$ cat src/rtl/core/aabb_pkg.sv
`timescale 1ns / 1ps
`default_nettype none

package aabb_pkg;

    localparam int COORD_WIDTH      = 32;
    localparam int MATRIX_FRAC_BITS = 12;
    localparam int ENTRY_WIDTH      = 16;
    localparam int COL_WIDTH        = 3 * ENTRY_WIDTH;
    localparam int TR_WIDTH         = 32;
    localparam int CFG_DATA_WIDTH   = COL_WIDTH;
    localparam int CFG_INDEX_WIDTH  = 3;

    // Box word: min x,y,z then max x,y,z, padded to whole bytes.
    localparam int BOX_WIDTH   = 6 * COORD_WIDTH;
    localparam int TDATA_WIDTH = ((BOX_WIDTH + 7) / 8) * 8;

    // Exact widths of the products and of the three-term row sums.
    localparam int PROD_WIDTH = COORD_WIDTH + ENTRY_WIDTH + 1;
    localparam int SUM_WIDTH  = PROD_WIDTH + 2;
    localparam int ACC_WIDTH  = SUM_WIDTH + 2;

    typedef enum logic [CFG_INDEX_WIDTH-1:0] {
        CFG_MATRIX_COL0 = 3'd0,
        CFG_MATRIX_COL1 = 3'd1,
        CFG_MATRIX_COL2 = 3'd2,
        CFG_TRANSLATE_X = 3'd3,
        CFG_TRANSLATE_Y = 3'd4,
        CFG_TRANSLATE_Z = 3'd5
    } cfg_index_t;

    typedef logic [COORD_WIDTH-1:0] coord_t;
    typedef coord_t [2:0]           vec_t;
    typedef logic [ACC_WIDTH-1:0]   acc_t;
    typedef acc_t [2:0]             acc_vec_t;

    // Matrix entries are indexed [row][column]; am holds their magnitudes.
    typedef struct packed {
        logic [2:0][2:0][ENTRY_WIDTH-1:0] m;
        logic [2:0][2:0][ENTRY_WIDTH:0]   am;
        logic [2:0][TR_WIDTH-1:0]         tr;
    } cfg_t;

endpackage

`default_nettype wire

$ cat src/rtl/core/aabb_prep.sv
`timescale 1ns / 1ps
`default_nettype none

module aabb_prep (
    input  wire logic                           clk,
    input  wire logic                           rst_n,
    input  wire logic                           in_valid,
    output logic                                in_ready,
    input  wire logic [aabb_pkg::BOX_WIDTH-1:0] in_box,
    output logic                                out_valid,
    input  wire logic                           out_ready,
    output aabb_pkg::vec_t                      center,
    output aabb_pkg::vec_t                      extent
);
    import aabb_pkg::*;

    logic valid_reg;
    vec_t center_reg;
    vec_t extent_reg;
    vec_t center_next;
    vec_t extent_next;

    assign in_ready  = !valid_reg || out_ready;
    assign out_valid = valid_reg;
    assign center    = center_reg;
    assign extent    = extent_reg;

    // Halving keeps the upper bits of the exact sum, which rounds toward minus infinity.
    always_comb
    begin
        logic [COORD_WIDTH-1:0] lo;
        logic [COORD_WIDTH-1:0] hi;
        logic [COORD_WIDTH:0]   sum;
        logic [COORD_WIDTH:0]   diff;
        for (int k = 0; k < 3; k++)
        begin
            lo   = in_box[k*COORD_WIDTH +: COORD_WIDTH];
            hi   = in_box[(k+3)*COORD_WIDTH +: COORD_WIDTH];
            sum  = {lo[COORD_WIDTH-1], lo} + {hi[COORD_WIDTH-1], hi};
            diff = {hi[COORD_WIDTH-1], hi} - {lo[COORD_WIDTH-1], lo};
            center_next[k] = sum[COORD_WIDTH:1];
            extent_next[k] = diff[COORD_WIDTH:1];
        end
    end

    always_ff @(posedge clk or negedge rst_n)
    begin
        if (!rst_n)
            valid_reg <= 1'b0;
        else if (in_ready)
            valid_reg <= in_valid;
    end

    always_ff @(posedge clk)
    begin
        if (in_ready && in_valid)
        begin
            center_reg <= center_next;
            extent_reg <= extent_next;
        end
    end

endmodule

`default_nettype wire

$ cat config.mk
export PLATFORM = sky130hd
export DESIGN_NAME = aabb_prep
export DESIGN_NICKNAME = d
export VERILOG_FILES = /design/src/rtl/core/aabb_pkg.sv /design/src/rtl/core/aabb_prep.sv
export SDC_FILE = /design/constraint.sdc
export NUM_CORES = 1
export LEC_CHECK = 0
export BUFFER_PORTS_ARGS = -buffer_cell sky130_fd_sc_hd__buf_2
export CORE_MARGIN = 2
export CORE_UTILIZATION = 51
export CTS_BUF_LIST = sky130_fd_sc_hd__clkbuf_8
export DETAILED_ROUTE_END_ITERATION = 7
export MAX_ROUTING_LAYER = met4
export PLACE_DENSITY_LB_ADDON = 0.3
export RECOVER_POWER = 50
export SKIP_CTS_REPAIR_TIMING = 1
export SYNTH_ARGS = -nofsm -noshare
export SYNTH_HDL_FRONTEND = slang
export SYNTH_SLANG_ARGS = --single-unit
$ cat constraint.sdc
create_clock -name clk -period 5.8 [get_ports clk]
set_clock_uncertainty 0.1 [all_clocks]
set_input_delay 1.45 -clock clk [delete_from_list [all_inputs] [get_ports clk]]
set_output_delay 1.45 -clock clk [all_outputs]
set_load 0.005 [all_outputs]
Word level (Yosys, flattened, before mapping)
Cells that the tools add are included.
- word-level logic and storage cells: 16
- input port bits: 196
- register bits: 193
- add/subtract/negate cells: 6
- reductions and logical operators: 3
- operators with widths (operator ; count):
    adder 32 x 32 -> 33 bit ; 3
    subtractor 32 x 32 -> 33 bit ; 3
    logical AND 1 bit ; 1
    zero test 1 bit ; 1
    logical OR 1 bit ; 1

Longest topological paths before layout
Gate-level depths: netlist (run 1).
- depth in word-level cells: 3
- gate-level depth with buffers: 12

Worst setup path before layout (run 1)
Ideal clock, no wire load.
- path kind: in2reg
- start point: input port out_ready
- end point: register center_reg (netlist bit center[0]) (enable)
- buffers on the path: 0
- path slack: -0.876 ns
- stages on the path: 2
- data required time: 5.124 ns
- arrival: 5.999 ns
- cells stage by stage: nand2b_1 and2_1
- cells in the longest elaborated chain, start to end: 2
- RTL lines (what ; line ; text):
    from (decl) ; aabb_prep.sv:11 ; input wire logic out_ready,
    logical OR 1 bit ; aabb_prep.sv:23 ; assign in_ready = !valid_reg || out_ready;
    logical AND 1 bit ; aabb_prep.sv:56 ; if (in_ready && in_valid)
    to (signal assigned) ; aabb_prep.sv:58 ; center_reg <= center_next;
    to (decl) ; aabb_prep.sv:18 ; vec_t center_reg;
Every way passes these cells.
A chain may end at the register's enable or synchronous reset.

==> impl_results.md, run 1 <==
- Switching power share of the total: a little over a third
- Max rail drop VDD: 114.7 µV
- Crit Path Class: in2reg
- Pin count of the biggest net entering global routing: 98
- Buffer cell driving the clock tree root: sky130_fd_sc_hd__clkbuf_8
- R2r worst-path depth: 3
- Final period demand of the worst path: roughly 4.5 ns
- Critical Path Start Type: input port
- Number of instances in the synthesized netlist: between 1,500 and 2,000
- Static leakage power: just under 8 nW
- Start of the worst register-to-register path: out_valid$_DFFE_PN0N_
- Slowest cell on crit path: sky130_fd_sc_hd__a211oi_1
- Initial antenna violation count: 14
- GR Overflow Total: 0
- Synth unique cells: between 80 and 90
- Violated checks: capacitance limit, slew limit
- Cell Chain, Critical Path: clkbuf_1, inv_1, ha_1, nand2_1, o21ai_0, o21ai_1, a211oi_1, a31oi_1, o31ai_1, a211oi_1, o21ai_0, xnor2_1
- DRC violation total after the first TritonRoute iteration: 763
- Worst Hold Class: reg2reg
- Routed Wire Length: between 40,000 and 50,000 µm
- Dominant register cell in the synthesized netlist: sky130_fd_sc_hd__edfxtp_1
- CTS tree: done
- Number of H-tree branching levels: 4
- Capturing element of the worst setup path: extent[60]$_DFFE_PP_
- Gp weighted congestion: 0.9451
- Synthesis Warnings: 0
- Setup crit start: in_box[33]
- Total count of max-transition violations in the final report: 56
- Fin Hold WS: approximately 0.43 ns
- Fraction of final layout cells sized beyond drive strength 1: ~17%
- EDFF count, synth: 192
- Net switching power figure: 1.446 mW
- Ports placed on the boundary: between 300 and 400
- RSZ-0062 raised after global routing: no
- Routed Antenna Nets: 0
- Area delta synth->final: 15.19%
- Highest achievable clock rate: 224.0 MHz
- Leading cell types in the layout, fill and taps excluded: 281 x sky130_fd_sc_hd__buf_2, 196 x sky130_fd_sc_hd__a21oi_1, 192 x sky130_fd_sc_hd__edfxtp_1
- Mapped Nets: ~2,100
- Worst setup timing slack at the placement stage: slightly below 1 ns
- Commonest non-fill, non-tap cell in the layout: sky130_fd_sc_hd__buf_2
- Worst Setup Slack, final: around 1.3 ns
- Maximum count of clock buffers along a single path: 2
- Critical path fanouts, max: 4
- Number of storage elements in the synthesis netlist: 193
- Avg Cell Area, Syn: 9.345 µm²
- Number of vias after detailed routing: about 14,000
- Die Footprint: ~33,000 µm²
- Total negative setup slack: 0 ns
- Total GRT Usage: between 20% and 30%
- Flop pwr share: roughly 45%
- Proportion of power drawn by the clock network: 19.8%
- Critical Path End Type: register
- Proportion of synthesized chip area in sequential cells: ~36%
- Clock latency on the worst-skew pair: 0.48 ns
- Worst slew margin relative to its limit: -75.22%
- Final count of negative-setup-slack endpoints: 0
- Initial core utilization: between 50 and 60%
- Maximum cell stage delay along the critical path: around 0.55 ns
- Clock Pin Slew Worst Setup and Hold Paths: between 0.1 and 0.15 ns
- Fraction of synthesis flops using an asynchronous set or reset pin: less than 1%
- Final worst-path cycle share: 76.98%
- Combinational share of power: between 30% and 40%
- Power density relative to cell area: roughly 220 nW/µm²
- Number of remaining DRC errors: 0
- Reg-to-reg slack, setup: roughly 2.1 ns
- Width of the die: around 180 µm
- Data required time at the worst endpoint: between 5 and 6 ns
- Number of clock buffers inserted by TritonCTS: 17
- Status: finished with violations
- Final net count: 2,425
- Number of max-capacitance violations reported: 1
- Internal Dissipation: about 2.7 mW
- Average wire per cell in the routed design: roughly 18 µm
- Die Ht: ~180 µm
- Std-Cell Core Area: 30,590 µm²
- Final Hold Vio Count: 0
- Number of global-route vias before repair: about 13,000
- Avg Vias per Cell: roughly 5.7
- Number of rows in the core area: 64
- First-pass detailed-route iteration total: 5
- Post-DP HPWL: 35,370 µm
- Count of port buffers added during placement: 389
- Reg-to-reg endpoint: extent[39]$_DFFE_PP_
- First-pass GRT wire length: roughly 70,000 µm
- Transition at the pin with the smallest max-transition slack: approximately 2.6 ns
- Synth Cell Area: around 16,000 µm²
- Arrival time at the worst endpoint: 4.61 ns
- Clock Sinks: slightly below 200
## power by group through the flow
stage / logic (mW) / registers (mW) / clock network [mW]
5_1_grt: 1.61 / 1.84 / 0.883
3_3_place_gp: 1.45 / 1.85 / 0
2_1_floorplan: 0.932 / 1.87 / 0
4_1_cts: 1.47 / 1.82 / 0.834
3_5_place_dp: 1.46 / 1.85 / 0
6_report: 1.46 / 1.83 / 0.814
## stage by stage
step	cells	total power, mW	instance area, µm²	util [%]
floorplan	1698	2.804	15870	-
global placement	2414	3.299	18050	59.02
detailed placement	2414	3.315	18050	59.02
CTS	2445	4.131	18390	60.10
global route	2459	4.334	18280	59.75
finish	2460	4.102	18280	59.76
## kinds of logic (layout without fill, tap and decap cells)
kind of cell               after synthesis  after routing  share of synthesized area, %
DFF                                    193            193                         36.49
xor gates and xnor gates               168            168                         9.273
buffers and inverters                  269            620                         6.529
adders and majority gates              192            192                         15.42
other                                    0             15                             0
and+or+nand+nor                        375            375                         11.73
AOI/OAI and AO/OA                      499            499                         20.42
muxes                                    2              2                        0.1340
## metal layers
metal	vias to the layer above	wire length, µm	track usage (%)
li1	6739	-	-
met1	6529	19250	34.73
met2	581	20700	42.82
met3	78	3245	5.699
met4	0	1253	10.35
met5	-	0	-
## how the worst min path moves through the flow
stage	start	end	slack, ns	depth (start not counted)
after floorplan	out_valid$_DFFE_PN0N_	out_valid$_DFFE_PN0N_	0.44	2
after global placement	out_valid$_DFFE_PN0N_	out_valid$_DFFE_PN0N_	0.41	2
after detailed placement	out_valid$_DFFE_PN0N_	out_valid$_DFFE_PN0N_	0.42	2
after CTS	out_valid$_DFFE_PN0N_	out_valid$_DFFE_PN0N_	0.44	2
after global routing	out_valid$_DFFE_PN0N_	out_valid$_DFFE_PN0N_	0.49	2
final	out_valid$_DFFE_PN0N_	out_valid$_DFFE_PN0N_	0.43	2
## cell type report
cell class / count / area [µm²]
fill: 2778 / 12310
multi-input combinational: 1236 / 9039
sequential: 193 / 5791
timing repair buffer: 393 / 1851
inverter: 196 / 735.7
tap: 396 / 495.5
clock buffer: 17 / 234.0
clock inverter: 14 / 96.34
antenna: 15 / 37.54
## critical path: cells and delay by family
kind	cells	cell delay (ns)
AO/OA/AOI/OAI	7	2.37
buffers and inverters	2	0.32
AND/OR/NAND/NOR	1	0.05
XOR/XNOR	1	0.10
adder cells (fa/ha/maj)	1	0.30
## synth_stat cells, types with 5 or more instances
| library cell | n | area share (%) |
|---|---|---|
| sky130_fd_sc_hd__nor2b_1 | 21 | 0.83 |
| sky130_fd_sc_hd__xor2_1 | 30 | 1.7 |
| sky130_fd_sc_hd__nand2_1 | 51 | 1.2 |
| sky130_fd_sc_hd__o21ai_0 | 60 | 1.9 |
| sky130_fd_sc_hd__nor3_1 | 30 | 0.95 |
| sky130_fd_sc_hd__nand3_1 | 20 | 0.63 |
| sky130_fd_sc_hd__nand3b_1 | 7 | 0.33 |
| sky130_fd_sc_hd__clkbuf_1 | 54 | 1.3 |
| sky130_fd_sc_hd__o211ai_1 | 14 | 0.66 |
| sky130_fd_sc_hd__o311ai_1 | 5 | 0.28 |
| sky130_fd_sc_hd__or4_1 | 7 | 0.33 |
| sky130_fd_sc_hd__inv_1 | 181 | 4.3 |
| sky130_fd_sc_hd__edfxtp_1 | 192 | 36 |
| sky130_fd_sc_hd__o22ai_1 | 8 | 0.32 |
| sky130_fd_sc_hd__o21bai_1 | 46 | 2.2 |
| sky130_fd_sc_hd__o31ai_1 | 14 | 0.66 |
| sky130_fd_sc_hd__nor2_1 | 138 | 3.3 |
| sky130_fd_sc_hd__a21oi_1 | 196 | 6.2 |
| sky130_fd_sc_hd__and3_1 | 9 | 0.35 |
| sky130_fd_sc_hd__a21o_1 | 23 | 1.1 |
| sky130_fd_sc_hd__o21ai_1 | 14 | 0.44 |
| sky130_fd_sc_hd__a31oi_1 | 12 | 0.47 |
| sky130_fd_sc_hd__nand2b_1 | 30 | 1.2 |
| sky130_fd_sc_hd__nor4_1 | 17 | 0.67 |
| sky130_fd_sc_hd__o31a_1 | 7 | 0.39 |
| sky130_fd_sc_hd__nand4_1 | 16 | 0.63 |
| sky130_fd_sc_hd__ha_1 | 186 | 15 |
| sky130_fd_sc_hd__fa_1 | 6 | 0.76 |
| sky130_fd_sc_hd__a211oi_1 | 16 | 0.76 |
| sky130_fd_sc_hd__a221oi_1 | 5 | 0.28 |
| sky130_fd_sc_hd__o41ai_1 | 5 | 0.28 |
| sky130_fd_sc_hd__or3_1 | 7 | 0.28 |
| sky130_fd_sc_hd__o21a_1 | 9 | 0.43 |
| sky130_fd_sc_hd__inv_2 | 11 | 0.26 |
| sky130_fd_sc_hd__xnor2_1 | 138 | 7.6 |
| sky130_fd_sc_hd__and2_1 | 5 | 0.20 |
| sky130_fd_sc_hd__a2111oi_0 | 8 | 0.44 |
| sky130_fd_sc_hd__buf_2 | 15 | 0.47 |
Power figures use the tool's default switching activity.
==> run 2, diff against run 1 <==
--- a/config.mk
+++ b/config.mk
@@ -5,9 +5,10 @@
 export SDC_FILE = /design/constraint.sdc
 export NUM_CORES = 1
 export LEC_CHECK = 0
+export ABC_AREA = 1
 export BUFFER_PORTS_ARGS = -buffer_cell sky130_fd_sc_hd__buf_2
 export CORE_MARGIN = 2
-export CORE_UTILIZATION = 51
+export CORE_UTILIZATION = 53
 export CTS_BUF_LIST = sky130_fd_sc_hd__clkbuf_8
 export DETAILED_ROUTE_END_ITERATION = 7
 export MAX_ROUTING_LAYER = met4
==> constraint.sdc (replaced) <==
create_clock -name clk -period 3.7 [get_ports clk]
set_clock_uncertainty 0.1 [all_clocks]
set_input_delay 0.925 -clock clk [delete_from_list [all_inputs] [get_ports clk]]
set_output_delay 0.925 -clock clk [all_outputs]
set_load 0.005 [all_outputs]
==> run 2 against run 1 <==
The run still ends with capacitance limit, slew limit left. Clock power increased by 78%. Non-clock buffer count grew 1. Cell count rose by 72%. Combinational power rose by 97%. Power up 75%. Core utilization shrank 0.43 points. Synthesized area is 34% higher. First-iteration DRC count grew 120%. Sequential power up 55%. Via count up 50%. Setup slack worse by 0.61 ns. Die area is 29% higher. Critical endpoint is now extent[21]$_DFFE_PP_. Largest cell class unchanged.
==> impl_results.md, run 2 <==
- Area delta synth->final: 10.56%
- Met2 demand-to-capacity share in global routing: about half
- Number of clock buffers inserted by TritonCTS: 17
- Power density relative to cell area: 304.5 nW/µm²
- Worst slew margin relative to its limit: -1.668%
- Number of inserted filler cells in the final layout: 4,076
- Number of global-route vias before repair: roughly 19,000
- Total count of max-transition violations in the final report: 10
- Routed Antenna Nets: 0
- Switching power share of the total: about two fifths
- Global-route met3 utilization: under 10%
- Synthesis Warnings: 0
- Synth unique cells: 28
- Clock latency on the worst-skew pair: about 0.54 ns
- Static leakage power: between 10 and 15 nW
- Average wire per cell in the routed design: about 15 µm
- CTS tree: done
- Total instance count after detailed placement: approximately 4,200
- Initial antenna violation count: 2
- Critical path fanouts, max: 39
- Buffer cell driving the clock tree root: sky130_fd_sc_hd__clkbuf_8
- Final period demand of the worst path: just under 3 ns
- Net switching power figure: roughly 2.9 mW
- Pin count of the biggest net entering global routing: 55
- Final Total Pwr: about 7 mW
- Std-Cell Core Area: ~40,000 µm²
- Avg Cell Area, Syn: 6.322 µm²
- Combinational share of power: 40.1%
- Avg Vias per Cell: a little under 5
- Capturing element of the worst setup path: extent[21]$_DFFE_PP_
- Flop pwr share: between 30% and 40%
- Clock Pin Slew Worst Setup and Hold Paths: 0.09 ns
- Most area-hungry cell type in the Yosys netlist: sky130_fd_sc_hd__edfxtp_1
- Initial core utilization: ~54%
- Fraction of final layout cells sized beyond drive strength 1: approximately 13%
- Synth Cell Area: roughly 21,000 µm²
- Highest achievable clock rate: approximately 340 MHz
- Cell Count, Final, Fillers Out: around 4,200
- Mapped Nets: ~3,800
- Start of the worst register-to-register path: out_valid$_DFFE_PN0N_
- Library cell with the highest instance count after synthesis: sky130_fd_sc_hd__nand2_1
- DRC violation total after the first TritonRoute iteration: 1,642
- Reg-to-reg endpoint: extent[21]$_DFFE_PP_
- Post-DP HPWL: about 55,000 µm
- Data required time at the worst endpoint: about 3.8 ns
- Width of the die: about 200 µm
- Number of max-capacitance violations reported: 1
- Final count of negative-setup-slack endpoints: 0
- Status: finished with violations
- Top cell type's share of synthesized area: approximately 27%
- Final worst-path cycle share: around 80%
- Number of storage elements in the synthesis netlist: around 190
- Critical Path End Type: register
- Number of rows in the core area: 73
- Synth cell count leaders: 1,272 x sky130_fd_sc_hd__nand2_1, 767 x sky130_fd_sc_hd__inv_1, 276 x sky130_fd_sc_hd__nor2_1
- Leading cell types in the layout, fill and taps excluded: 1,276 x sky130_fd_sc_hd__nand2_1, 770 x sky130_fd_sc_hd__inv_1, 357 x sky130_fd_sc_hd__buf_2
- Total area of multi-input combinational cells: approximately 12,000 µm²
- Post-placement cell area: ~23,000 µm²
- Number of H-tree branching levels: 4
- Count of port buffers added during placement: 389
- First-pass GRT wire length: slightly below 100,000 µm
- Finished layout cell area: between 20,000 and 25,000 µm²
- Final net count: roughly 4,100
- GR Overflow Total: 0
- Number of instances in the synthesized netlist: approximately 3,400
- Routed Wire Length: 64,600 µm
- Gp weighted congestion: between 1 and 1.5
- Dominant register cell in the synthesized netlist: sky130_fd_sc_hd__edfxtp_1
- Core Util, Final: approximately 59%
- Setup crit start: out_ready
- Violated checks: capacitance limit, slew limit
- Worst Hold Class: in2async
- Final Hold Vio Count: 0
- Proportion of synthesized chip area in sequential cells: between 20% and 30%
- First-pass detailed-route iteration total: 6
- R2r worst-path depth: 2
- Transition at the pin with the smallest max-transition slack: 1.525 ns
- Met1 usage in global routing: between 40% and 50%
- Die Footprint: 41,840 µm²
- Internal Dissipation: between 4 and 5 mW
- RSZ-0062 raised after global routing: no
- Flip-flop and latch area: slightly below 6000 µm²
- Reg-to-reg slack, setup: 1.03 ns
- Number of remaining DRC errors: 0
- Proportion of power drawn by the clock network: around a fifth
- Most area-consuming cells after synthesis: sky130_fd_sc_hd__edfxtp_1 27%, sky130_fd_sc_hd__nand2_1 22%, sky130_fd_sc_hd__inv_1 14%
- Maximum count of clock buffers along a single path: 2
- Ports placed on the boundary: a little under 400
- Total GRT Usage: about a third
- Arrival time at the worst endpoint: slightly above 3 ns
- EDFF count, synth: roughly 190
- Crit Path Class: in2reg
- Max rail drop VDD: between 200 and 300 µV
- Number of vias after detailed routing: between 20,000 and 25,000
- Most Crowded Layer GR: met2
- Clock Sinks: slightly below 200
- Fraction of synthesis flops using an asynchronous set or reset pin: 0.5181%
- Die Ht: 204.6 µm
- Critical Path Start Type: input port
- Commonest non-fill, non-tap cell in the layout: sky130_fd_sc_hd__nand2_1
## run 2: changes by cell type after synthesis, moves of 57 or more
| cell | change |
|---|---|
| sky130_fd_sc_hd__xor2_1 | +57 |
| sky130_fd_sc_hd__nand2_1 | +1221 |
| sky130_fd_sc_hd__a21oi_1 | -67 |
| sky130_fd_sc_hd__xnor2_1 | -129 |
| sky130_fd_sc_hd__nor2_1 | +138 |
| sky130_fd_sc_hd__nand3_1 | +114 |
| sky130_fd_sc_hd__inv_1 | +586 |
## run 2: worst min-delay path by stage
stage,to,slack (ns),cells after the start
6_report,out_valid$_DFFE_PN0N_,0.04,1
5_1_grt,out_valid$_DFFE_PN0N_,0.02,1
4_1_cts,out_valid$_DFFE_PN0N_,0.0005,1
3_5_place_dp,out_valid$_DFFE_PN0N_,0.45,2
3_3_place_gp,out_valid$_DFFE_PN0N_,0.45,2
2_1_floorplan,out_valid$_DFFE_PN0N_,0.48,2
## run 2: cell type report
class / instances / share of cell area, %
clock inverters: 15 / 0.6158
flip-flops and latches: 193 / 24.57
repair buffers: 394 / 8.340
inverters: 779 / 12.46
diodes: 2 / 0.02123
well taps: 525 / 2.787
multi-input cells: 2313 / 50.22
clock buffers: 17 / 0.9927
## run 2: power groups by stage
stage	clock network [mW]	registers, mW	logic, mW
final	1.45	2.84	2.88
after global routing	1.55	2.86	3.22
after floorplan	0	2.91	1.91
after detailed placement	0	2.89	2.85
after global placement	0	2.89	2.84
after CTS	1.49	2.85	2.86
## run 2: cells by family after synthesis
group / synth area share [%]
AO/OA/AOI/OAI: 4.478
XOR/XNOR: 3.944
adder cells (fa/ha/maj): 11.48
buffers and inverters: 17.15
flip-flops: 27.16
AND/OR/NAND/NOR: 35.78
## run 2: per-layer routing
metal	share of wire [%]	routed length, µm	up-vias
li1	-	-	10700
met1	44	28400	9323
met2	45	29260	796
met3	7.5	4815	118
met4	3.3	2127	0
met5	0	0	-
## run 2: critical path, stage by stage
cell and delay, ns:
sky130_fd_sc_hd__clkbuf_1 0.27, sky130_fd_sc_hd__inv_12 0.03, sky130_fd_sc_hd__a21oi_1 1.17, sky130_fd_sc_hd__buf_4 0.64
## run 2: metrics by stage
| stage | setup TNS [ns] | hold WS [ns] | setup WS, ns |
|---|---|---|---|
| after CTS | 0 | 0.0005048 | 1.264 |
| after global placement | 0 | 0.4509 | 0.6922 |
| after detailed placement | 0 | 0.4516 | 0.6748 |
| after floorplan | -178.53 | 0.4799 | -0.9299 |
| after global routing | 0 | 0.01821 | 0.6908 |
| final | 0 | 0.03853 | 0.7269 |
==> run 3, diff against run 2 <==
--- a/config.mk
+++ b/config.mk
@@ -5,10 +5,10 @@
 export SDC_FILE = /design/constraint.sdc
 export NUM_CORES = 1
 export LEC_CHECK = 0
-export ABC_AREA = 1
+export ABC_AREA = 0
 export BUFFER_PORTS_ARGS = -buffer_cell sky130_fd_sc_hd__buf_2
 export CORE_MARGIN = 2
-export CORE_UTILIZATION = 53
+export CORE_UTILIZATION = 51
 export CTS_BUF_LIST = sky130_fd_sc_hd__clkbuf_8
 export DETAILED_ROUTE_END_ITERATION = 7
 export MAX_ROUTING_LAYER = met4
==> constraint.sdc (replaced) <==
create_clock -name clk -period 2.7 [get_ports clk]
set_clock_uncertainty 0.1 [all_clocks]
set_input_delay 0.675 -clock clk [delete_from_list [all_inputs] [get_ports clk]]
set_output_delay 0.675 -clock clk [all_outputs]
set_load 0.005 [all_outputs]
==> run 3 against run 2 <==
The run ends with setup timing left. Sequential power rose by 38%. Combinational power rose by 77%. Cell area rose by 5.7%. Critical endpoint is now center[31]$_DFFE_PP_. Worst hold slack improved by 0.26 ns. Global-route usage rose by 0.89 points. Power rose by 49%. Largest cell class unchanged. Critical path depth rose by 8. Highest routed layer unchanged. Register-to-register slack improved by 0.04 ns.
==> impl_results.md, run 3 (synthesis gave the netlist of run 1 again) <==
- Status: finished with violations
- Violated checks: setup timing
- Arrival time at the worst endpoint: around 3.3 ns
- Fin Hold WS: just under 0.3 ns
- Width of the die: approximately 180 µm
- Transition at the pin with the smallest max-transition slack: about 0.57 ns
- Routed Antenna Nets: 0
- Reg-to-reg endpoint: center[33]$_DFFE_PP_
- Number of rows in the core area: 64
- Final Total Pwr: about 11 mW
- Number of clock buffers inserted by TritonCTS: 17
- Critical Path End Type: register
- Worst Setup Slack, final: -0.4041 ns
- Clock Sinks: 193
- Worst slew margin relative to its limit: 61.80%
- Total negative setup slack: -6.206 ns
- Initial antenna violation count: 18
- Critical path fanouts, max: 2
- Worst setup timing slack at the placement stage: -0.9919 ns
- Number of inserted filler cells in the final layout: around 1,900
- Count of port buffers added during placement: 389
- CTS tree: done
- Leading cell types in the layout, fill and taps excluded: 562 x sky130_fd_sc_hd__buf_4, 368 x sky130_fd_sc_hd__buf_2, 192 x sky130_fd_sc_hd__edfxtp_1
- Clock Pin Slew Worst Setup and Hold Paths: 0.10 ns
- First-pass detailed-route iteration total: 6
- Commonest non-fill, non-tap cell in the layout: sky130_fd_sc_hd__buf_4
- Combinational share of power: a little under half
- Reg-to-reg slack, setup: around 1.1 ns
- Flop pwr share: a little over a third
- Final count of negative-setup-slack endpoints: between 40 and 50
- Number of remaining DRC errors: 0
- Die Footprint: 32,540 µm²
- Fraction of final layout cells sized beyond drive strength 1: between 40% and 50%
- R2r worst-path depth: 4
- Pin count of the biggest net entering global routing: 60
- Maximum count of clock buffers along a single path: 2
- First-pass GRT wire length: 82,330 µm
- Critical Path Start Type: input port
- DRC violation total after the first TritonRoute iteration: ~1,400
- Final Hold Vio Count: 0
- Std-Cell Core Area: approximately 31,000 µm²
- Total GRT Usage: 32.62%
- Number of cells on the worst hold path: 2
- Final period demand of the worst path: 3.104 ns
- Total count of max-transition violations in the final report: 0
- Average wire per cell in the routed design: 19.55 µm
- Final net count: 3,013
- Area delta synth->final: 56.99%
- Number of H-tree branching levels: 4
- Avg Vias per Cell: around 5.6
- Max rail drop VDD: roughly 330 µV
- RSZ-0062 raised after global routing: yes
- Ports placed on the boundary: slightly below 400
- Number of vias after detailed routing: 17,121
- Start point of the worst hold path: in_valid
- Routed Wire Length: 59,630 µm
- Data required time at the worst endpoint: ~2.9 ns
- Net switching power figure: ~3.8 mW
- Number of global-route vias before repair: about 16,000
- Post-DP HPWL: 44,120 µm
- Final worst-path cycle share: 115.0%
- Buffer cell driving the clock tree root: sky130_fd_sc_hd__clkbuf_8
- Start of the worst register-to-register path: out_valid$_DFFE_PN0N_
- Gp weighted congestion: between 0.9 and 1
- GR Overflow Total: 0
- Power density relative to cell area: about 430 nW/µm²
- Number of max-capacitance violations reported: 0
- Clock latency on the worst-skew pair: between 0.4 and 0.5 ns
- Die Ht: 180.4 µm
- Crit Path Class: in2reg
- Internal Dissipation: ~6.9 mW
- Worst Hold Class: in2reg
- Highest achievable clock rate: between 300 and 400 MHz
- Proportion of power drawn by the clock network: ~16%
- Core Util, Final: about four fifths
- Initial core utilization: approximately half
- Switching power share of the total: 35.35%
- Static leakage power: approximately 11 nW
- Hold-critical path endpoint: out_valid$_DFFE_PN0N_
[run 3: stage by stage]
step                cell area, µm²  cells
finish                       24910   3051
global route                 24910   3050
CTS                          23200   2977
detailed placement           22890   2947
global placement             22890   2947
floorplan                    16890   1698
[run 3: power groups by stage]
| stage | clock network, mW | registers, mW | logic, mW |
|---|---|---|---|
| 2_1_floorplan | 0 | 4.01 | 2.27 |
| 5_1_grt | 1.82 | 3.94 | 5.44 |
| 6_report | 1.72 | 3.91 | 5.10 |
| 3_5_place_dp | 0 | 3.97 | 4.43 |
| 3_3_place_gp | 0 | 3.96 | 4.34 |
| 4_1_cts | 1.74 | 3.91 | 4.46 |
[run 3: worst max-delay path, stage by stage]
cell and delay [ns]:
sky130_fd_sc_hd__buf_6 0.08, sky130_fd_sc_hd__and2_4 0.13, sky130_fd_sc_hd__fa_2 0.20, sky130_fd_sc_hd__nor2b_4 0.18, sky130_fd_sc_hd__o311ai_4 0.11, sky130_fd_sc_hd__a311oi_2 0.36, sky130_fd_sc_hd__nand4_2 0.18, sky130_fd_sc_hd__a311oi_4 0.31
sky130_fd_sc_hd__o21ai_2 0.11, sky130_fd_sc_hd__a221o_1 0.31, sky130_fd_sc_hd__or4_1 0.41, sky130_fd_sc_hd__a22o_1 0.19
[run 3: worst max-delay path by stage]
| stage | start | to | slack (ns) | cells past startpoint |
|---|---|---|---|---|
| after floorplan | in_box[0] | center[31]$_DFFE_PP_ | -0.62 | 11 |
| after global placement | in_box[0] | center[31]$_DFFE_PP_ | -0.88 | 12 |
| after detailed placement | in_box[96] | center[29]$_DFFE_PP_ | -0.99 | 13 |
| after CTS | in_box[96] | center[29]$_DFFE_PP_ | -0.45 | 13 |
| after global routing | in_box[0] | center[31]$_DFFE_PP_ | -0.48 | 12 |
| final | in_box[0] | center[31]$_DFFE_PP_ | -0.40 | 12 |
[run 3: per-layer routing]
metal / part of all wire, % / track usage (%) / vias up
li1: - / - / 7948
met1: 39 / 39.95 / 8153
met2: 49 / 53.22 / 807
met3: 6.7 / 6.285 / 213
met4: 4.8 / 12.97 / 0
met5: 0 / - / -
[run 3: area by class of cell]
type	count	area (µm²)	share of cell area, %
flip-flops and latches	193	5791	23.25
diodes	19	47.55	0.1909
multi-input cells	1236	10790	43.32
repair buffers	981	6685	26.84
inverters	196	793.3	3.184
clock inverters	13	73.82	0.2963
clock buffers	17	234.0	0.9393
well taps	396	495.5	1.989
